<file path="src/hw/rtl/ota_pkg.sv">
// Shared types, sizes and codes of the owner-tagged ID allocator.
`default_nettype none
package ota_pkg;

    localparam int FIRST_POOL_SLOTS  = 256;
    localparam int SECOND_POOL_SLOTS = 164;
    localparam int THIRD_POOL_SLOTS  = 64;
    localparam int OWNER_BITS        = 32;

    localparam int MAX_SLOTS_12 = (FIRST_POOL_SLOTS > SECOND_POOL_SLOTS) ?
                                  FIRST_POOL_SLOTS : SECOND_POOL_SLOTS;
    localparam int MAX_SLOTS    = (MAX_SLOTS_12 > THIRD_POOL_SLOTS) ?
                                  MAX_SLOTS_12 : THIRD_POOL_SLOTS;
    // Wide enough to hold the slot count itself.
    localparam int IDX_BITS     = $clog2(MAX_SLOTS + 1);

    localparam int FIRST_ADDR_BITS  = (FIRST_POOL_SLOTS > 1) ? $clog2(FIRST_POOL_SLOTS) : 1;
    localparam int SECOND_ADDR_BITS = (SECOND_POOL_SLOTS > 1) ? $clog2(SECOND_POOL_SLOTS) : 1;
    localparam int THIRD_ADDR_BITS  = (THIRD_POOL_SLOTS > 1) ? $clog2(THIRD_POOL_SLOTS) : 1;

    localparam logic [1:0] OP_ACQUIRE = 2'd0;
    localparam logic [1:0] OP_RELEASE = 2'd1;
    localparam logic [1:0] OP_GONE    = 2'd2;

    localparam logic [1:0] POOL_FIRST  = 2'd0;
    localparam logic [1:0] POOL_SECOND = 2'd1;
    localparam logic [1:0] POOL_THIRD  = 2'd2;

    localparam logic [1:0] ST_DONE      = 2'd0;
    localparam logic [1:0] ST_EXHAUSTED = 2'd1;
    localparam logic [1:0] ST_IGNORED   = 2'd2;
    localparam logic [1:0] ST_BAD_OWNER = 2'd3;

    typedef logic [OWNER_BITS-1:0] t_owner;

    typedef struct packed {
        logic [1:0]  op;
        logic [1:0]  pool;
        logic [7:0]  slot_id;
        logic [31:0] owner;
    } t_in_word;

    typedef struct packed {
        logic [1:0] status;
        logic [7:0] granted_id;
    } t_out_word;

    // Port requests from the sequencer to the three slot memories.
    typedef struct packed {
        logic [2:0]          we;
        logic [IDX_BITS-1:0] rd_idx;
        logic [IDX_BITS-1:0] wr_idx;
        t_owner              wr_data;
    } t_ram_req;

    function automatic logic [IDX_BITS-1:0] pool_count(input logic [1:0] pool);
        logic [IDX_BITS-1:0] cnt;
        unique case (pool)
            POOL_FIRST:  cnt = IDX_BITS'(FIRST_POOL_SLOTS);
            POOL_SECOND: cnt = IDX_BITS'(SECOND_POOL_SLOTS);
            POOL_THIRD:  cnt = IDX_BITS'(THIRD_POOL_SLOTS);
            default:     cnt = '0;
        endcase
        return cnt;
    endfunction

    function automatic logic [2:0] pool_sel(input logic [1:0] pool);
        logic [2:0] sel;
        unique case (pool)
            POOL_FIRST:  sel = 3'b001;
            POOL_SECOND: sel = 3'b010;
            POOL_THIRD:  sel = 3'b100;
            default:     sel = 3'b000;
        endcase
        return sel;
    endfunction

endpackage
`default_nettype wire

</file>
<file path="src/hw/rtl/ota_match.sv">
// Shared compare unit: selects one pool's read data and compares it with a key.
`default_nettype none
module ota_match (
    input  wire ota_pkg::t_owner i_data0,
    input  wire ota_pkg::t_owner i_data1,
    input  wire ota_pkg::t_owner i_data2,
    input  wire logic [1:0]      i_sel,
    input  wire ota_pkg::t_owner i_key,
    output logic                 o_hit
);
    import ota_pkg::*;

    always_comb begin
        unique case (i_sel)
            POOL_FIRST:  o_hit = (i_data0 == i_key);
            POOL_SECOND: o_hit = (i_data1 == i_key);
            POOL_THIRD:  o_hit = (i_data2 == i_key);
            default:     o_hit = 1'b0;
        endcase
    end

endmodule
`default_nettype wire

</file>
<file path="config.mk">
export PLATFORM = sky130hd
export DESIGN_NAME = ota_match
export DESIGN_NICKNAME = d
export VERILOG_FILES = /design/src/hw/rtl/ota_pkg.sv /design/src/hw/rtl/ota_match.sv
export SDC_FILE = /design/constraint.sdc
export NUM_CORES = 1
export LEC_CHECK = 0
export ABC_AREA = 1
export BUFFER_PORTS_ARGS = -buffer_cell sky130_fd_sc_hd__buf_4
export CAP_MARGIN = 20
export CORE_MARGIN = 8
export CORE_UTILIZATION = 40
export DETAILED_ROUTE_END_ITERATION = 8
export PLACE_DENSITY = 0.85
export SYNTH_ARGS = -nofsm -noshare
export SYNTH_HDL_FRONTEND = slang
export SYNTH_SLANG_ARGS = --single-unit
</file>
<file path="constraint.sdc">
create_clock -name vclk -period 1.5
set_input_delay 0 -clock vclk [all_inputs]
set_output_delay 0 -clock vclk [all_outputs]
set_load 0.03 [all_outputs]
</file>
==> results of run 1 <==
==> routing by layer <==
metal / up-vias / GRT usage [%] / routed length (um)
met5: - / 0 / 0
met4: 0 / 1.731 / 73
met3: 11 / 5.896 / 618
met2: 136 / 43.02 / 3795
met1: 1113 / 24.28 / 2841
li1: 1302 / - / -
==> worst max path at each step <==
stage	start	end	depth (start not counted)
2_1_floorplan	i_sel[0]	o_hit	14
3_3_place_gp	i_sel[0]	o_hit	14
3_5_place_dp	i_sel[0]	o_hit	15
4_1_cts	i_sel[0]	o_hit	14
5_1_grt	i_sel[0]	o_hit	16
6_report	i_sel[0]	o_hit	15
==> timing repair <==
item                       in CTS  in global routing
resized for setup              42                 23
pin swaps                      23                 18
setup endpoints to repair       1                  1
hold buffers                    0                  0
buffers inserted                1                  0
gates cloned                    5                  0
==> kinds of logic (layout without fill, tap and decap cells) <==
logic type / Yosys count / in the layout / share of synthesized area, %
adders and majority gates: 3 / 3 / 2.564
buffers and inverters: 34 / 171 / 10.94
AOI/OAI and AO/OA: 7 / 7 / 2.907
xor gates and xnor gates: 1 / 1 / 0.5984
and+or+nand+nor: 282 / 282 / 82.99
==> layout make-up <==
type / instances / area, um2
Multi-Input combinational cell: 293 / 1489
Fill cell: 270 / 668.1
Timing Repair Buffer: 151 / 1276
Tap cell: 48 / 60.06
Inverter: 20 / 85.08
==> synth_stat cells <==
cell type,number,area [um2]
nand2_1,186,698.2
nand3_1,44,220.2
inv_1,19,71.32
nor2_1,18,67.56
nand3b_1,13,97.59
or2_1,10,62.56
or2_2,7,43.79
buf_2,5,25.02
clkbuf_1,4,15.01
buf_4,3,22.52
ha_1,3,37.54
a21oi_1,2,10.01
buf_6,2,22.52
nand4_1,2,12.51
o21ai_0,2,10.01
or2_0,2,12.51
a21boi_0,1,7.510
a21o_1,1,7.510
inv_2,1,3.750
o211ai_1,1,7.510
xor2_1,1,8.760
==> power by group through the flow <==
stage          combinational, mW  sequential [mW]  clock, mW
5_1_grt                     1.07                0          0
6_report                   0.982                0          0
2_1_floorplan              0.414                0          0
3_5_place_dp               0.783                0          0
4_1_cts                    0.920                0          0
3_3_place_gp               0.766                0          0
==> per-stage QoR <==
step	util [%]	setup WS [ns]	setup TNS [ns]	hold slack, ns	std cells
3_5_place_dp	71.54	-0.2230	-0.2230	0.5821	506
3_3_place_gp	71.54	-0.1930	-0.1930	0.5679	506
4_1_cts	78.74	-0.1344	-0.1344	0.5531	512
5_1_grt	81.33	-0.1908	-0.1908	0.5649	512
2_1_floorplan	-	-0.02000	-0.02000	0.3145	327
6_report	81.33	-0.1362	-0.1362	0.5281	512
==> summary.md, run 1 <==
| Metric | Value |
|---|---|
| Worst Path Buf+Inv | 6 |
| Critical Path AT | approximately 1.6 ns |
| Final HPWL from detailed placement | around 5300 um |
| DIE HEIGHT | ~76 um |
| Die X | 76.50 um |
| Switch share | roughly 45% |
| Row cnt | 22 |
| Max-Cap Viols | 0 |
| Critical Path RT | roughly 1.5 ns |
| Critical path cell sequence | buf_8 > inv_4 > ha_4 > inv_8 > buf_6 > buf_16 > nand3_2 > nand3b_1 > nand2_1 > nor2_1 > nand2_1 > nor2_2 > nand3_2 > nor2_4 > buf_6 |
| WHS Path Cells | 7 |
| Power Total | about 0.98 mW |
| Final net count | about 600 |
| DR iter-0 viols | between 100 and 150 |
| Hold EP | o_hit |
| Critical path type | in2out |
| Most common cell after layout, fill and taps aside | nand2_1 |
| N_diodes | 0 |
| Initial cell density of the core | about two fifths |
| Drt total wl | about 7300 um |
| P_sw | between 0.4 and 0.5 mW |
| Maximum vdd drop | between 0.0002 and 0.0003 V |
| Register Area | 0 um2 |
| Placed Area | approximately 2600 um2 |
| Fmax | roughly 610 MHz |
| Cells after Synth | between 300 and 400 |
| Status | complete, but fails checks |
| Core area | approximately 3600 um2 |
| Final hold violations | 0 |
| Worst-margin pin slew | about 0.15 ns |
| HP Class | in2out |
| Sequential area share after synthesis | 0% |
| Vias in the first global route | between 2k and 2.5k |
| HP Start | i_key[17] |
| DRT Pass-1 Iters | 4 |
| Synth cell types | 21 |
| Initial antenna violation count | 0 |
| CP top delay family | simple AND/OR/NAND/NOR gates |
| Pleak | between 1.5 and 2 nW |
| DRC Markers | 0 |
| IO Pins | ~130 |
| Final period util | 109.1% |
| Register share of total power | 0% |
| Crit Path Max Fanout | 6 |
| Clock buffers | 0 |
| DR vias | approximately 2.6k |
| Avg Inst Size Synth | 4.477 um2 |
| Final min period | 1.636 ns |
| Share of cells above drive strength 1 | 41.16% |
| Worst path slowest cell | ha_4 |
| Largest net degree at the start of global routing | 18 |
| Remaining global-route overflow | 0 |
| Violated checks | negative setup slack |
| Endpoint type of the worst setup path | primary output |
| Power density over cell area | 337.5 nW/um2 |
| Die area | approximately 5900 um2 |
| Power share of the clock group | 0% |
| Drt via density | 5.004 |
| Cell area after synthesis | 1464 um2 |
| Yosys warnings | 0 |
| Area Growth Syn to Fin | 98.80% |
| Final setup violation count | 1 |
| Final worst-path setup slack | -0.1362 ns |
| Seq_cells | 0 |
| Port Buffer Count | around 130 |
| Setup repair after global routing missed its margin | true |
| Largest stage delay on the critical path | about 0.21 ns |
| Comb power frac | 100.0% |
| Total global-route track usage | between 20 and 25% |
| Rel. slew slack | 89.67% |
| Pint | 0.5408 mW |
| Wirelength per Cell | roughly 14 um |
| Setup crit start kind | input port |
| Syn_nets | 460 |
| Detail Route Antenna Nets | 0 |
| First-pass GRT wire length | 11210 um |
| Commonest cells after routing, fill and taps aside | nand2_1, buf_4, nand3_1, nand3_2, inv_1 |
| Fin area | between 2000 and 3000 um2 |
| Placer Congestion | 0.7833 |
| Pins Over Slew Limit | 0 |
No activity file was read; power rests on OpenSTA's default activity.
==> inputs of run 2 (changes only) <==
--- a/config.mk
+++ b/config.mk
@@ -6,7 +6,7 @@
 export NUM_CORES = 1
 export LEC_CHECK = 0
 export ABC_AREA = 1
-export BUFFER_PORTS_ARGS = -buffer_cell sky130_fd_sc_hd__buf_4
+export BUFFER_PORTS_ARGS = -buffer_cell sky130_fd_sc_hd__buf_2
 export CAP_MARGIN = 20
 export CORE_MARGIN = 8
 export CORE_UTILIZATION = 40
==> run 2 against run 1 <==
The flow still finishes with violations (negative setup slack). Fmax down 1.7%. Routed wire length is 6.6% lower. Total power decreased by 9.8%. Via count fell by 0.27%. Sequential share of layout area did not move. Critical path type unchanged. Largest power group unchanged.
==> summary.md, run 2 (synthesized netlist as in run 1, its figures left out) <==
| Metric | Value |
|---|---|
| Status | complete, but fails checks |
| Violated checks | negative setup slack |
| Critical Path AT | 1.67 ns (+0.03 ns) |
| Row cnt | 22 (unchanged) |
| WHS Path Cells | 7 (unchanged) |
| Critical path type | in2out |
| Dpl cells | 505 (-0.20%) |
| Final worst-path setup slack | -0.1651 ns (-0.02890 ns) |
| Final core utilization | 72.41% (-8.9 points) |
| Largest net degree at the start of global routing | 18 (unchanged) |
| DRT Pass-1 Iters | 5 (+1) |
| Drt via density | 4.961 (-0.85%) |
| Share of cells above drive strength 1 | 41.33% (+0.16 points) |
| N_diodes | 0 (unchanged) |
| Final net count | 602 (+0.50%) |
| Power density over cell area | 341.7 nW/um2 (+1.3%) |
| Cell with the most instances on the worst path | nand2_1 |
| Final HPWL from detailed placement | 5034 um (-4.8%) |
| Vias in the first global route | 2625 (+7.4%) |
| HP Start | i_key[17] |
| Die area | 5851 um2 (unchanged) |
| Fin area | 2591 um2 (-11%) |
| GRT Max-Usage Layer | met2 |
| DRC Markers | 0 (unchanged) |
| Max-Cap Viols | 0 (unchanged) |
| Total global-route track usage | 20.72% (-1.6 points) |
| Placed Area | 2225 um2 (-13%) |
| Fmax | 600.6 MHz (-1.7%) |
| Initial cell density of the core | 40.91% (unchanged) |
| Remaining global-route overflow | 0 (unchanged) |
| Maximum vdd drop | 0.0002561 V (+0.49%) |
| Worst path slowest cell | ha_4 |
| Multi-input logic area | 1474 um2 (-1.0%) |
| Detail Route Antenna Nets | 0 (unchanged) |
| Endpoint type of the worst setup path | primary output |
| Largest stage delay on the critical path | 0.29 ns (+0.08 ns) |
| Seq_cells | 0 (unchanged) |
| Core area | 3578 um2 (unchanged) |
| Worst Path Buf+Inv | 5 (-1) |
| Hold EP | o_hit |
| Wirelength per Cell | 13.29 um (-7.2%) |
| Fillers | 315 (+17%) |
| Final min period | 1.665 ns (+0.02890 ns) |
| Initial antenna violation count | 0 (unchanged) |
| DR vias | 2555 (-0.27%) |
| Final std cells w/o fill | 515 (+0.59%) |
| Setup crit start kind | input port |
| Setup_tns | -0.1651 ns (-0.02890 ns) |
| HP Class | in2out |
| Routing usage on met3 | 6.014% (+0.12 points) |
| Area Growth Syn to Fin | 77.01% |
| Critical Path RT | 1.50 ns (about the same) |
| CP top delay family | simple AND/OR/NAND/NOR gates |
| Commonest cells after routing, fill and taps aside | nand2_1, buf_2, nand3_1, nand3_2, inv_1 |
| Final period util | 111.0% (+1.9 points) |
| Drt total wl | 6843 um (-6.6%) |
| Setup repair after global routing missed its margin | true |
| DIE HEIGHT | 76.50 um (unchanged) |
| Register Area | 0 um2 (unchanged) |
| Grt met2 use | 40.45% (-2.6 points) |
| Most common cell after layout, fill and taps aside | nand2_1 |
| First-pass GRT wire length | 10580 um (-5.6%) |
| Clock buffers | 0 (unchanged) |
| DR iter-0 viols | 72 (-49%) |
| Worst-margin pin slew | 0.1667 ns (+0.01334 ns) |
| Rel. slew slack | 88.89% (-0.78 points) |
| Port Buffer Count | 131 (unchanged) |
| Post-CTS Hold Buffers | 0 (unchanged) |
| Die X | 76.50 um (unchanged) |
| Pleak | 1.560 nW (-6.6%) |
| Critical path cell sequence | buf_6 > ha_4 > inv_8 > buf_6 > buf_16 > nand3_2 > nand2_1 > nand2_1 > nand2_1 > nor2_2 > nand2_1 > nor2_2 > nand3_2 > nor2_4 > buf_6 |
| Placer Congestion | 0.8122 (+3.7%) |
| Setup WS pre-CTS | -0.3109 ns (-0.08785 ns) |
| Pins Over Slew Limit | 0 (unchanged) |
| Final setup violation count | 1 (unchanged) |
| GRT met1 Usage | 20.25% (-4.0 points) |
| Final hold violations | 0 (unchanged) |
| IO Pins | 131 (unchanged) |
| Crit Path Max Fanout | 7 (+1) |
run 2: cell count changes in the layout (fill, tap and decap cells not counted):
cell | previous run | this run
o21ai_0 | 2 | 1
or2_4 | 6 | 7
or2_2 | 1 | 0
nor2_2 | 3 | 5
o21ai_1 | 0 | 1
nand3_4 | 2 | 1
nand2_2 | 3 | 2
nand3_1 | 24 | 25
nand2_4 | 1 | 0
nor2_1 | 14 | 12
nand2_1 | 182 | 184
buf_4 | 136 | 11
buf_2 | 0 | 129
buf_6 | 6 | 5
run 2: worst max-delay path by stage:
stage,slack [ns],cells past startpoint,to,start
after floorplan,-0.02,14,o_hit,i_sel[0]
after global placement,-0.25,14,o_hit,i_sel[0]
after detailed placement,-0.31,14,o_hit,i_sel[0]
after CTS,-0.12,14,o_hit,i_sel[0]
after global routing,-0.26,16,o_hit,i_sel[0]
final,-0.17,15,o_hit,i_sel[1]
run 2: what timing repair did:
item	in CTS	in global routing
resized for setup	50	14
setup buffers	2	3
setup endpoints to repair	1	1
cloned	5	0
pin swaps	23	12
run 2: cell type report:
class | instances | share of cell area (%)
Inverter | 20 | 3.283
Multi-Input combinational cell | 293 | 56.88
Tap cell | 48 | 2.318
Timing Repair Buffer | 154 | 37.52
run 2: where the power goes:
| part | internal, mW | switching, mW | leakage [nW] |
|---|---|---|---|
| combinational | 0.449 | 0.436 | 1.56 |
| sequential | 0 | 0 | 0 |
| clock | 0 | 0 | 0 |
| total | 0.449 | 0.436 | 1.56 |
run 2: metal layers:
metal | up-vias | share of wire (%)
li1 | 1304 | -
met1 | 1097 | 38
met2 | 125 | 50
met3 | 29 | 8.9
met4 | 0 | 3.4
met5 | - | 0
run 2: tightest hold or removal path, cell delays in order:
cell and delay, ns:
buf_2 0.08, nand2_1 0.05, nand3_1 0.10, nor2_2 0.04
nand3_2 0.09, nor2_4 0.03, buf_6 0.13
run 2: metrics by stage:
step | hold WS (ns) | total power, mW
2_1_floorplan | 0.3145 | 0.4143
5_1_grt | 0.5928 | 0.9752
3_5_place_dp | 0.5984 | 0.6837
3_3_place_gp | 0.5964 | 0.6652
6_report | 0.5310 | 0.8854
4_1_cts | 0.5495 | 0.8338
