$ cat src/hw/rtl/ota_pkg.sv
// Shared types, sizes and codes of the owner-tagged ID allocator.
`default_nettype none
package ota_pkg;

    localparam int FIRST_POOL_SLOTS  = 256;
    localparam int SECOND_POOL_SLOTS = 164;
    localparam int THIRD_POOL_SLOTS  = 64;
    localparam int OWNER_BITS        = 32;

    localparam int MAX_SLOTS_12 = (FIRST_POOL_SLOTS > SECOND_POOL_SLOTS) ?
                                  FIRST_POOL_SLOTS : SECOND_POOL_SLOTS;
    localparam int MAX_SLOTS    = (MAX_SLOTS_12 > THIRD_POOL_SLOTS) ?
                                  MAX_SLOTS_12 : THIRD_POOL_SLOTS;
    // Wide enough to hold the slot count itself.
    localparam int IDX_BITS     = $clog2(MAX_SLOTS + 1);

    localparam int FIRST_ADDR_BITS  = (FIRST_POOL_SLOTS > 1) ? $clog2(FIRST_POOL_SLOTS) : 1;
    localparam int SECOND_ADDR_BITS = (SECOND_POOL_SLOTS > 1) ? $clog2(SECOND_POOL_SLOTS) : 1;
    localparam int THIRD_ADDR_BITS  = (THIRD_POOL_SLOTS > 1) ? $clog2(THIRD_POOL_SLOTS) : 1;

    localparam logic [1:0] OP_ACQUIRE = 2'd0;
    localparam logic [1:0] OP_RELEASE = 2'd1;
    localparam logic [1:0] OP_GONE    = 2'd2;

    localparam logic [1:0] POOL_FIRST  = 2'd0;
    localparam logic [1:0] POOL_SECOND = 2'd1;
    localparam logic [1:0] POOL_THIRD  = 2'd2;

    localparam logic [1:0] ST_DONE      = 2'd0;
    localparam logic [1:0] ST_EXHAUSTED = 2'd1;
    localparam logic [1:0] ST_IGNORED   = 2'd2;
    localparam logic [1:0] ST_BAD_OWNER = 2'd3;

    typedef logic [OWNER_BITS-1:0] t_owner;

    typedef struct packed {
        logic [1:0]  op;
        logic [1:0]  pool;
        logic [7:0]  slot_id;
        logic [31:0] owner;
    } t_in_word;

    typedef struct packed {
        logic [1:0] status;
        logic [7:0] granted_id;
    } t_out_word;

    // Port requests from the sequencer to the three slot memories.
    typedef struct packed {
        logic [2:0]          we;
        logic [IDX_BITS-1:0] rd_idx;
        logic [IDX_BITS-1:0] wr_idx;
        t_owner              wr_data;
    } t_ram_req;

    function automatic logic [IDX_BITS-1:0] pool_count(input logic [1:0] pool);
        logic [IDX_BITS-1:0] cnt;
        unique case (pool)
            POOL_FIRST:  cnt = IDX_BITS'(FIRST_POOL_SLOTS);
            POOL_SECOND: cnt = IDX_BITS'(SECOND_POOL_SLOTS);
            POOL_THIRD:  cnt = IDX_BITS'(THIRD_POOL_SLOTS);
            default:     cnt = '0;
        endcase
        return cnt;
    endfunction

    function automatic logic [2:0] pool_sel(input logic [1:0] pool);
        logic [2:0] sel;
        unique case (pool)
            POOL_FIRST:  sel = 3'b001;
            POOL_SECOND: sel = 3'b010;
            POOL_THIRD:  sel = 3'b100;
            default:     sel = 3'b000;
        endcase
        return sel;
    endfunction

endpackage
`default_nettype wire

$ cat src/hw/rtl/ota_seq.sv
// Sequencer: clearing pass, slot scans, release check and the result register.
`default_nettype none
module ota_seq (
    input  wire logic              i_clk,
    input  wire logic              i_rst_n,
    input  wire logic              i_in_valid,
    output logic                   o_in_stall,
    input  wire ota_pkg::t_in_word i_in,
    output logic                   o_out_valid,
    input  wire logic              i_out_stall,
    output ota_pkg::t_out_word     o_out,
    output ota_pkg::t_ram_req      o_req,
    output logic [1:0]             o_sel,
    output ota_pkg::t_owner        o_key,
    input  wire logic              i_hit
);
    import ota_pkg::*;

    localparam logic [2:0] S_CLEAR = 3'd0;
    localparam logic [2:0] S_IDLE  = 3'd1;
    localparam logic [2:0] S_SCAN  = 3'd2;
    localparam logic [2:0] S_RD    = 3'd3;
    localparam logic [2:0] S_CHK   = 3'd4;
    localparam logic [2:0] S_DONE  = 3'd5;

    logic [2:0]          r_state, n_state;
    logic [IDX_BITS-1:0] r_idx, n_idx;
    logic [IDX_BITS-1:0] r_chk_idx, n_chk_idx;
    logic                r_chk_vld, n_chk_vld;
    logic [1:0]          r_op, n_op;
    logic [1:0]          r_pool, n_pool;
    t_owner              r_owner, n_owner;
    t_out_word           r_res, n_res;
    logic                r_out_vld, n_out_vld;
    t_out_word           r_out, n_out;

    logic [IDX_BITS-1:0] cnt;
    logic                issue;
    t_owner              in_owner;

    assign cnt      = pool_count(r_pool);
    assign issue    = (r_idx < cnt);
    assign in_owner = i_in.owner[OWNER_BITS-1:0];

    always_comb begin
        n_state   = r_state;
        n_idx     = r_idx;
        n_chk_idx = r_chk_idx;
        n_chk_vld = r_chk_vld;
        n_op      = r_op;
        n_pool    = r_pool;
        n_owner   = r_owner;
        n_res     = r_res;
        n_out     = r_out;
        n_out_vld = r_out_vld;

        o_req.we      = 3'b000;
        o_req.rd_idx  = r_idx;
        o_req.wr_idx  = r_chk_idx;
        o_req.wr_data = (r_op == OP_ACQUIRE) ? r_owner : '0;

        if (!i_out_stall) begin
            n_out_vld = 1'b0;
        end

        unique case (r_state)
            S_CLEAR: begin
                o_req.wr_idx  = r_idx;
                o_req.wr_data = '0;
                o_req.we[0]   = (r_idx < IDX_BITS'(FIRST_POOL_SLOTS));
                o_req.we[1]   = (r_idx < IDX_BITS'(SECOND_POOL_SLOTS));
                o_req.we[2]   = (r_idx < IDX_BITS'(THIRD_POOL_SLOTS));
                if (r_idx == IDX_BITS'(MAX_SLOTS - 1)) begin
                    n_state = S_IDLE;
                end else begin
                    n_idx = r_idx + 1'b1;
                end
            end
            S_IDLE: begin
                if (i_in_valid) begin
                    n_op      = i_in.op;
                    n_pool    = i_in.pool;
                    n_owner   = in_owner;
                    n_idx     = '0;
                    n_chk_vld = 1'b0;
                    n_res     = '0;
                    n_state   = S_DONE;
                    if (in_owner == '0) begin
                        n_res.status = ST_BAD_OWNER;
                    end else begin
                        unique case (i_in.op)
                            OP_ACQUIRE: begin
                                if (pool_count(i_in.pool) == '0) begin
                                    n_res.status = ST_EXHAUSTED;
                                end else begin
                                    n_state = S_SCAN;
                                end
                            end
                            OP_RELEASE: begin
                                if ({1'b0, i_in.slot_id} <
                                    9'(pool_count(i_in.pool))) begin
                                    n_idx   = IDX_BITS'(i_in.slot_id);
                                    n_state = S_RD;
                                end else begin
                                    n_res.status = ST_IGNORED;
                                end
                            end
                            OP_GONE: begin
                                n_pool  = POOL_FIRST;
                                n_state = S_SCAN;
                            end
                            default: begin
                                n_res.status = ST_IGNORED;
                            end
                        endcase
                    end
                end
            end
            S_SCAN: begin
                // Reads run one slot ahead of the compare on the returned data.
                n_chk_vld = issue;
                n_chk_idx = r_idx;
                if (issue) begin
                    n_idx = r_idx + 1'b1;
                end
                if (r_chk_vld && i_hit) begin
                    o_req.we = pool_sel(r_pool);
                end
                if (r_op == OP_ACQUIRE && r_chk_vld && i_hit) begin
                    n_res.status     = ST_DONE;
                    n_res.granted_id = 8'(r_chk_idx);
                    n_state          = S_DONE;
                end else if (!issue && !r_chk_vld) begin
                    if (r_op == OP_ACQUIRE) begin
                        n_res.status = ST_EXHAUSTED;
                        n_state      = S_DONE;
                    end else if (r_pool == POOL_THIRD) begin
                        n_res.status = ST_DONE;
                        n_state      = S_DONE;
                    end else begin
                        n_pool = r_pool + 1'b1;
                        n_idx  = '0;
                    end
                end
            end
            S_RD: begin
                n_state = S_CHK;
            end
            S_CHK: begin
                o_req.wr_idx = r_idx;
                if (i_hit) begin
                    o_req.we     = pool_sel(r_pool);
                    n_res.status = ST_DONE;
                end else begin
                    n_res.status = ST_IGNORED;
                end
                n_state = S_DONE;
            end
            S_DONE: begin
                if (!r_out_vld || !i_out_stall) begin
                    n_out     = r_res;
                    n_out_vld = 1'b1;
                    n_state   = S_IDLE;
                end
            end
            default: begin
                n_state = S_IDLE;
            end
        endcase
    end

    always_ff @(posedge i_clk) begin
        if (!i_rst_n) begin
            r_state   <= S_CLEAR;
            r_idx     <= '0;
            r_chk_vld <= 1'b0;
            r_out_vld <= 1'b0;
        end else begin
            r_state   <= n_state;
            r_idx     <= n_idx;
            r_chk_vld <= n_chk_vld;
            r_out_vld <= n_out_vld;
        end
        r_chk_idx <= n_chk_idx;
        r_op      <= n_op;
        r_pool    <= n_pool;
        r_owner   <= n_owner;
        r_res     <= n_res;
        r_out     <= n_out;
    end

    assign o_in_stall  = (r_state != S_IDLE);
    assign o_out_valid = r_out_vld;
    assign o_out       = r_out;
    assign o_sel       = r_pool;
    assign o_key       = (r_op == OP_ACQUIRE) ? '0 : r_owner;

endmodule
`default_nettype wire

$ cat config.mk
export PLATFORM = sky130hd
export DESIGN_NAME = ota_seq
export DESIGN_NICKNAME = d
export VERILOG_FILES = /design/src/hw/rtl/ota_pkg.sv /design/src/hw/rtl/ota_seq.sv
export SDC_FILE = /design/constraint.sdc
export NUM_CORES = 1
export LEC_CHECK = 0
export ABC_AREA = 1
export BUFFER_PORTS_ARGS = -buffer_cell sky130_fd_sc_hd__buf_4
export CAP_MARGIN = 20
export CORE_MARGIN = 2
export CORE_UTILIZATION = 35
export CTS_BUF_LIST = sky130_fd_sc_hd__clkbuf_16
export CTS_CLUSTER_DIAMETER = 100
export DETAILED_ROUTE_END_ITERATION = 16
export PLACE_DENSITY_LB_ADDON = 0.08
export REMOVE_ABC_BUFFERS = 1
export SYNTH_ARGS = -nofsm -noshare
export SYNTH_HDL_FRONTEND = slang
export SYNTH_SLANG_ARGS = --single-unit
$ cat constraint.sdc
create_clock -name i_clk -period 2.6 [get_ports i_clk]
set_input_delay 0.13 -clock i_clk [delete_from_list [all_inputs] [get_ports i_clk]]
set_output_delay 0.13 -clock i_clk [all_outputs]
set_load 0.02 [all_outputs]
==> impl_metrics.py, run 1 <==
metrics = {
    "run_status": {
        "status": "finished clean",
    },
    "route": {
        "routed_wl_um": 12000,
        "met1_length_um": 5620,
        "drt_first_pass_iters": 4,
        "drc": 0,
        "met3_wirelength_um": 485,
        "antenna_left": 0,
        "routed_via_density": 4.58,
        "wl_per_cell_um": 13.5,
        "vias": 4076,
        "drtIter0Drc": 180,
        "wl_met2_um": 5550,
        "route.top_layer_used": "met4",
    },
    "global_routing": {
        "grt_antenna_before_repair": 0,
        "grt_pass1_vias": 3794,
        "grt_max_degree": 35,
        "grt_pass1_wl_um": 18700,
        "track_usage_pct": 18.0,
        "grt_overflow": 0,
    },
    "synth": {
        "yosys_warnings": 0,
        "async_flop_share_pct": 0,
        "syn_inst": 530,
        "synth_edf_count": 65,
        "syn_area_um2": 4380,
        "synth-seq-area-share_pct": 51.0,
        "synth_top_area_cell": "edfxtp_1",
        "synthDistinctLibCells": 34,
        "synth.top_cells.by_area": "edfxtp_1, nand2_1, nor2_1",
        "synth_top_area_share_pct": 44.6,
        "avgSynthCellArea_um2": 8.26,
        "synth_seq_cells": 79,
        "yosys_most_used_dff": "edfxtp_1",
    },
    "clock_tree": {
        "cts_inserted_buffers": 9,
        "clock_path_buffers": 2,
        "cts_tree": "yes",
        "clkTransAtPathRegs_ps": 70,
        "cts_sinks": 79,
        "htreeDepth": 3,
        "root_buffer": "clkbuf_16",
        "insertion_delay_ps": 340,
    },
    "finish": {
        "area_growth_pct": 44.3,
        "seq_area_um2": 2230,
        "layout_common_cells": "buf_4, nand2_1, nor2_1, inv_1, edfxtp_1",
        "final_cells": 889,
        "finalNetCount": 779,
        "diodes": 0,
        "final_layout_size_suffix_gt1_share_pct": 28.3,
        "n_fill_cell": 1184,
        "fin_area_um2": 6310,
        "multi_input_area_um2": 1730,
        "final_common_cell": "buf_4",
    },
    "timing": {
        "final.setup.tns_ps": 0,
        "slew_viol_final": 0,
        "rsz0062_at_grt": "no",
        "worst_slew_pin_slew_ps": 1020,
        "skew_ps": 7.54,
        "finalHoldViolCount": 0,
        "finalCriticalPeriod_ps": 2360,
        "fmax_ghz": 0.423,
        "setup_violations": 0,
        "fin_crit_sh_pct": 90.9,
        "slew-limit-headroom_pct": 31.7,
        "setup_ws_ps": 237,
    },
    "pwr": {
        "power.leakage_nw": 2.94,
        "ir_drop_uv": 690,
        "power.density_nw_per_um2": 1050,
    },
    "setup_path": {
        "cpMaxStageDelayCell": "edfxtp_1",
        "path_cells": "inv_1 > ha_1 > inv_1 > ha_1 > nand2_1 > inv_1 > a21oi_1 > nand2_2 > nand3_1 > nand2_1 > nand2_1 > nand2_1 > nand2_1 > nand2_1 > a21oi_1",
        "setup.worst_path.start_class": "flop",
        "critPathMaxStageDelay_ps": 450,
        "cp_max_fo": 7,
        "critical_path_buf_inv_count": 3,
        "path_class": "reg2reg",
        "required_ps": 2870,
        "crit_top_cell": "nand2_1",
        "cp-end-kind": "flop",
        "arrival_ps": 2630,
        "crit_family": "simple AND/OR/NAND/NOR gates",
    },
    "min_path": {
        "hold_class": "in2reg",
    },
    "placement": {
        "place.gp.congestion": 0.875,
        "dpl.hpwl_um": 9130,
        "post-place-ws_ps": 141,
        "port_buffers": 147,
        "dpl-instance-area_um2": 5700,
        "post-place-cells": 840,
    },
    "run": {
        "drv_cap": 0,
    },
    "floorplan": {
        "io_pins": 148,
        "die_y_um": 116,
        "initial_core_util_pct": 36.1,
        "die_area_um2": 13400,
        "rows": 40,
        "die_w_um": 116,
        "core_um2": 12100,
    },
}
sequential cells by signal, summed over array words and instances (netlist names), 2 cells and up:
name,flops
o_out,10
r_res,10
r_op,2
r_owner,32
r_state,3
r_idx,9
r_chk_idx,9
o_sel,2
metrics by stage:
| stage | hold WS [ps] | power (mW) | util, % |
|---|---|---|---|
| finish | 10.8 | 6.64 | 52.1 |
| global placement | 318 | 5.38 | 47.1 |
| CTS | 5.16 | 6.64 | 52.0 |
| detailed placement | 319 | 5.39 | 47.1 |
| floorplan | 229 | 4.11 | - |
| global route | 4.99 | 7.13 | 52.1 |
Yosys cell counts (2+ instances only):
cell      count
nor2_1       88
nor3_1       35
nand2_4       3
nand3_1      27
nand4_1       4
edfxtp_1     65
dfxtp_1      14
o21ai_1       2
inv_1        85
a21oi_2       3
o211ai_1      2
clkbuf_1     12
nor2_4        4
o32ai_1       2
buf_6         2
xor2_1        2
nor2_2        3
inv_2         6
ha_1         14
o21ai_0      24
a21oi_1      15
nand2_1     106
kinds of logic (layout without fill, tap and decap cells):
group                    count (synthesis)  count (layout)  synth area share, %
adder cells (fa/ha/maj)                 14              14                 4.00
AND/OR/NAND/NOR                        275             275                 27.8
flip-flops                              79              79                 51.0
buffers and inverters                  108             299                 9.69
XOR/XNOR                                 2               2                0.400
AO/OA/AOI/OAI                           52              52                 7.09
per-layer routing:
metal,track usage (%),vias up
li1,-,2080
met1,24.2,1856
met2,29.0,115
met3,2.46,25
met4,8.02,0
met5,0,-
power by group:
part | switching [mW] | total (mW) | internal (mW)
registers | 0.154 | 1.85 | 1.69
logic | 2.33 | 3.59 | 1.26
clock network | 0.540 | 1.20 | 0.658
total | 3.03 | 6.64 | 3.61
final timing paths:
| path | start | end | slack (ps) | cells after the start |
|---|---|---|---|---|
| max | o_sel[1] | r_idx[3] | 240 | 15 |
| min | i_in[42] | r_op[0] | 10 | 1 |
| max reg2reg | o_sel[1] | r_idx[3] | 240 | 15 |
| min reg2reg | r_res[5] | o_out[5] | 420 | 0 |
final cells by class:
| cell class | instances | share of cell area (%) |
|---|---|---|
| multi-input combinational | 343 | 27.4 |
| clock buffer | 9 | 3.57 |
| clock inverter | 7 | 0.911 |
| inverter | 92 | 5.51 |
| sequential | 79 | 35.3 |
| tap | 168 | 3.33 |
| timing repair buffer | 191 | 24.0 |
repair_timing:
item	in CTS	in global routing
endpoints found under the hold margin	32	0
hold buffers	32	0
endpoints found under the setup margin	0	11
setup buffers	0	1
resized for setup	0	2
(Power assumes the default switching activity.)
==> run 2, diff against run 1 <==
- RECOVER_POWER: not set -> 50
==> impl_metrics.py, run 2 (synthesis gave the netlist of run 1 again) <==
metrics = {
    "floorplan": {
        "die_area_um2": 13400,
        "rows": 40,
        "io_pins": 148,
        "die_y_um": 116,
        "initial_core_util_pct": 36.1,
        "die_w_um": 116,
        "core_um2": 12100,
    },
    "run": {
        "drv_cap": 0,
    },
    "placement": {
        "port_buffers": 147,
        "post-place-ws_ps": 141,
        "place.gp.congestion": 0.875,
        "post-place-cells": 840,
        "dpl.hpwl_um": 9130,
    },
    "setup_path": {
        "path_cells": "inv_1 > ha_1 > inv_1 > ha_1 > nand2_1 > inv_1 > a21oi_1 > nand2_2 > nand3_1 > nand2_1 > nand2_1 > nand2_1 > nand2_1 > nand2_1 > a21oi_1",
        "cp-end-kind": "flop",
        "reg2reg_to": "r_idx[5]",
        "critPathMaxStageDelay_ps": 440,
        "path_class": "reg2reg",
        "setup.worst_path.start_class": "flop",
        "cp_max_fo": 7,
        "crit_family": "simple AND/OR/NAND/NOR gates",
        "crit_top_cell": "nand2_1",
        "required_ps": 2870,
        "r2r_setup_slack_ps": 240,
        "arrival_ps": 2630,
        "reg2regPathDepth": 15,
        "r2r-start": "o_sel[1]",
        "critical_path_buf_inv_count": 3,
        "cpMaxStageDelayCell": "edfxtp_1",
    },
    "pwr": {
        "power.density_nw_per_um2": 1060,
        "power.leakage_nw": 2.76,
        "p_total_mw": 6.47,
        "ir_drop_uv": 659,
    },
    "clock_tree": {
        "cts_tree": "yes",
        "clkTransAtPathRegs_ps": 70,
        "cts_sinks": 79,
        "insertion_delay_ps": 340,
        "clock_path_buffers": 2,
        "root_buffer": "clkbuf_16",
        "cts_inserted_buffers": 9,
        "htreeDepth": 3,
    },
    "timing": {
        "slew_viol_final": 0,
        "finalHoldViolCount": 0,
        "slew-limit-headroom_pct": 32.1,
        "rsz0062_at_grt": "no",
        "setup_violations": 0,
        "setup_ws_ps": 242,
        "timing.hold.ws_ps": 65.0,
        "final.setup.tns_ps": 0,
        "fmax_ghz": 0.424,
        "fin_crit_sh_pct": 90.7,
        "skew_ps": 8.88,
        "worst_slew_pin_slew_ps": 1020,
        "finalCriticalPeriod_ps": 2360,
    },
    "global_routing": {
        "grt_pass1_wl_um": 18700,
        "grt_pass1_vias": 3794,
        "grt_overflow": 0,
        "track_usage_pct": 18.0,
        "grt_max_degree": 35,
        "grt_antenna_before_repair": 0,
    },
    "route": {
        "routed_wl_um": 12000,
        "drc": 0,
        "antenna_left": 0,
        "drt_first_pass_iters": 4,
        "wl_per_cell_um": 13.5,
        "vias": 4105,
        "drtIter0Drc": 205,
        "routed_via_density": 4.62,
    },
    "finish": {
        "final_common_cell": "nand2_1",
        "final_layout_size_suffix_gt1_share_pct": 21.4,
        "largest_register_ff_count": 32,
        "regMostFlops": "r_owner",
        "finalNetCount": 779,
        "layout_common_cells": "nand2_1, nor2_1, inv_1, buf_4, edfxtp_1",
        "area_growth_pct": 40.1,
        "final_cells": 889,
        "diodes": 0,
    },
    "run_status": {
        "status": "finished clean",
    },
    "min_path": {
        "min_from": "i_in[35]",
        "hold_class": "in2reg",
        "hold_depth": 3,
        "hold_end": "r_idx[3]",
    },
}
## run 2: cell count changes in the layout (fill, tap and decap cells not counted), sizes merged
| cell | previous run | this run |
|---|---|---|
| buf | 159 | 81 |
| clkbuf | 9 | 87 |
## run 2: how the worst max path moves through the flow
stage	startpoint	endpoint	slack, ps	cells past startpoint
after floorplan	r_op[1]	o_req[0]	-430	3
after global placement	o_sel[0]	o_sel[1]	230	12
after detailed placement	o_sel[0]	o_sel[1]	140	12
after CTS	o_sel[0]	o_sel[1]	110	12
after global routing	o_sel[1]	r_idx[7]	20	15
final	o_sel[1]	r_idx[5]	240	15
## run 2: area by class of cell
class / count / area, µm²
Fill cell: 1228 / 5980
Tap cell: 168 / 210
Inverter: 92 / 348
Timing Repair Buffer: 191 / 1340
Clock buffer: 9 / 225
Clock inverter: 7 / 57.6
Multi-Input combinational cell: 343 / 1720
Sequential cell: 79 / 2230
## run 2: where the power goes
part / internal (mW) / switching (mW)
clock network: 0.658 / 0.541
registers: 1.69 / 0.150
logic: 1.10 / 2.33
## run 2: per-stage QoR
step / utilization (%) / area, µm²
after global placement: 47.1 / 5700
after floorplan: - / 4300
after global routing: 50.6 / 6130
final: 50.6 / 6130
after detailed placement: 47.1 / 5700
after CTS: 52.0 / 6300
## run 2: what timing repair did
action / in CTS / in global routing
endpoints found under the setup margin: 0 / 11
endpoints found under the hold margin: 32 / 0
resized for setup: 0 / 2
hold buffers: 32 / 0
buffers inserted: 0 / 1
## run 2: worst reg2reg max path, cell delays in order, from the launching register on
cell and delay, ps:
edfxtp_1 440, inv_1 140, ha_1 150, inv_1 50
ha_1 280, nand2_1 90, inv_1 50, a21oi_1 240
nand2_2 160, nand3_1 150, nand2_1 80, nand2_1 160
nand2_1 70, nand2_1 60, nand2_1 50, a21oi_1 110
## run 2: layer usage
layer,global-route usage (%),wire length [µm],vias to the layer above
met2,29.0,5500,130
met4,8.02,320,0
li1,-,-,2084
met1,24.2,5490,1868
met3,2.46,673,23
met5,0,0,-
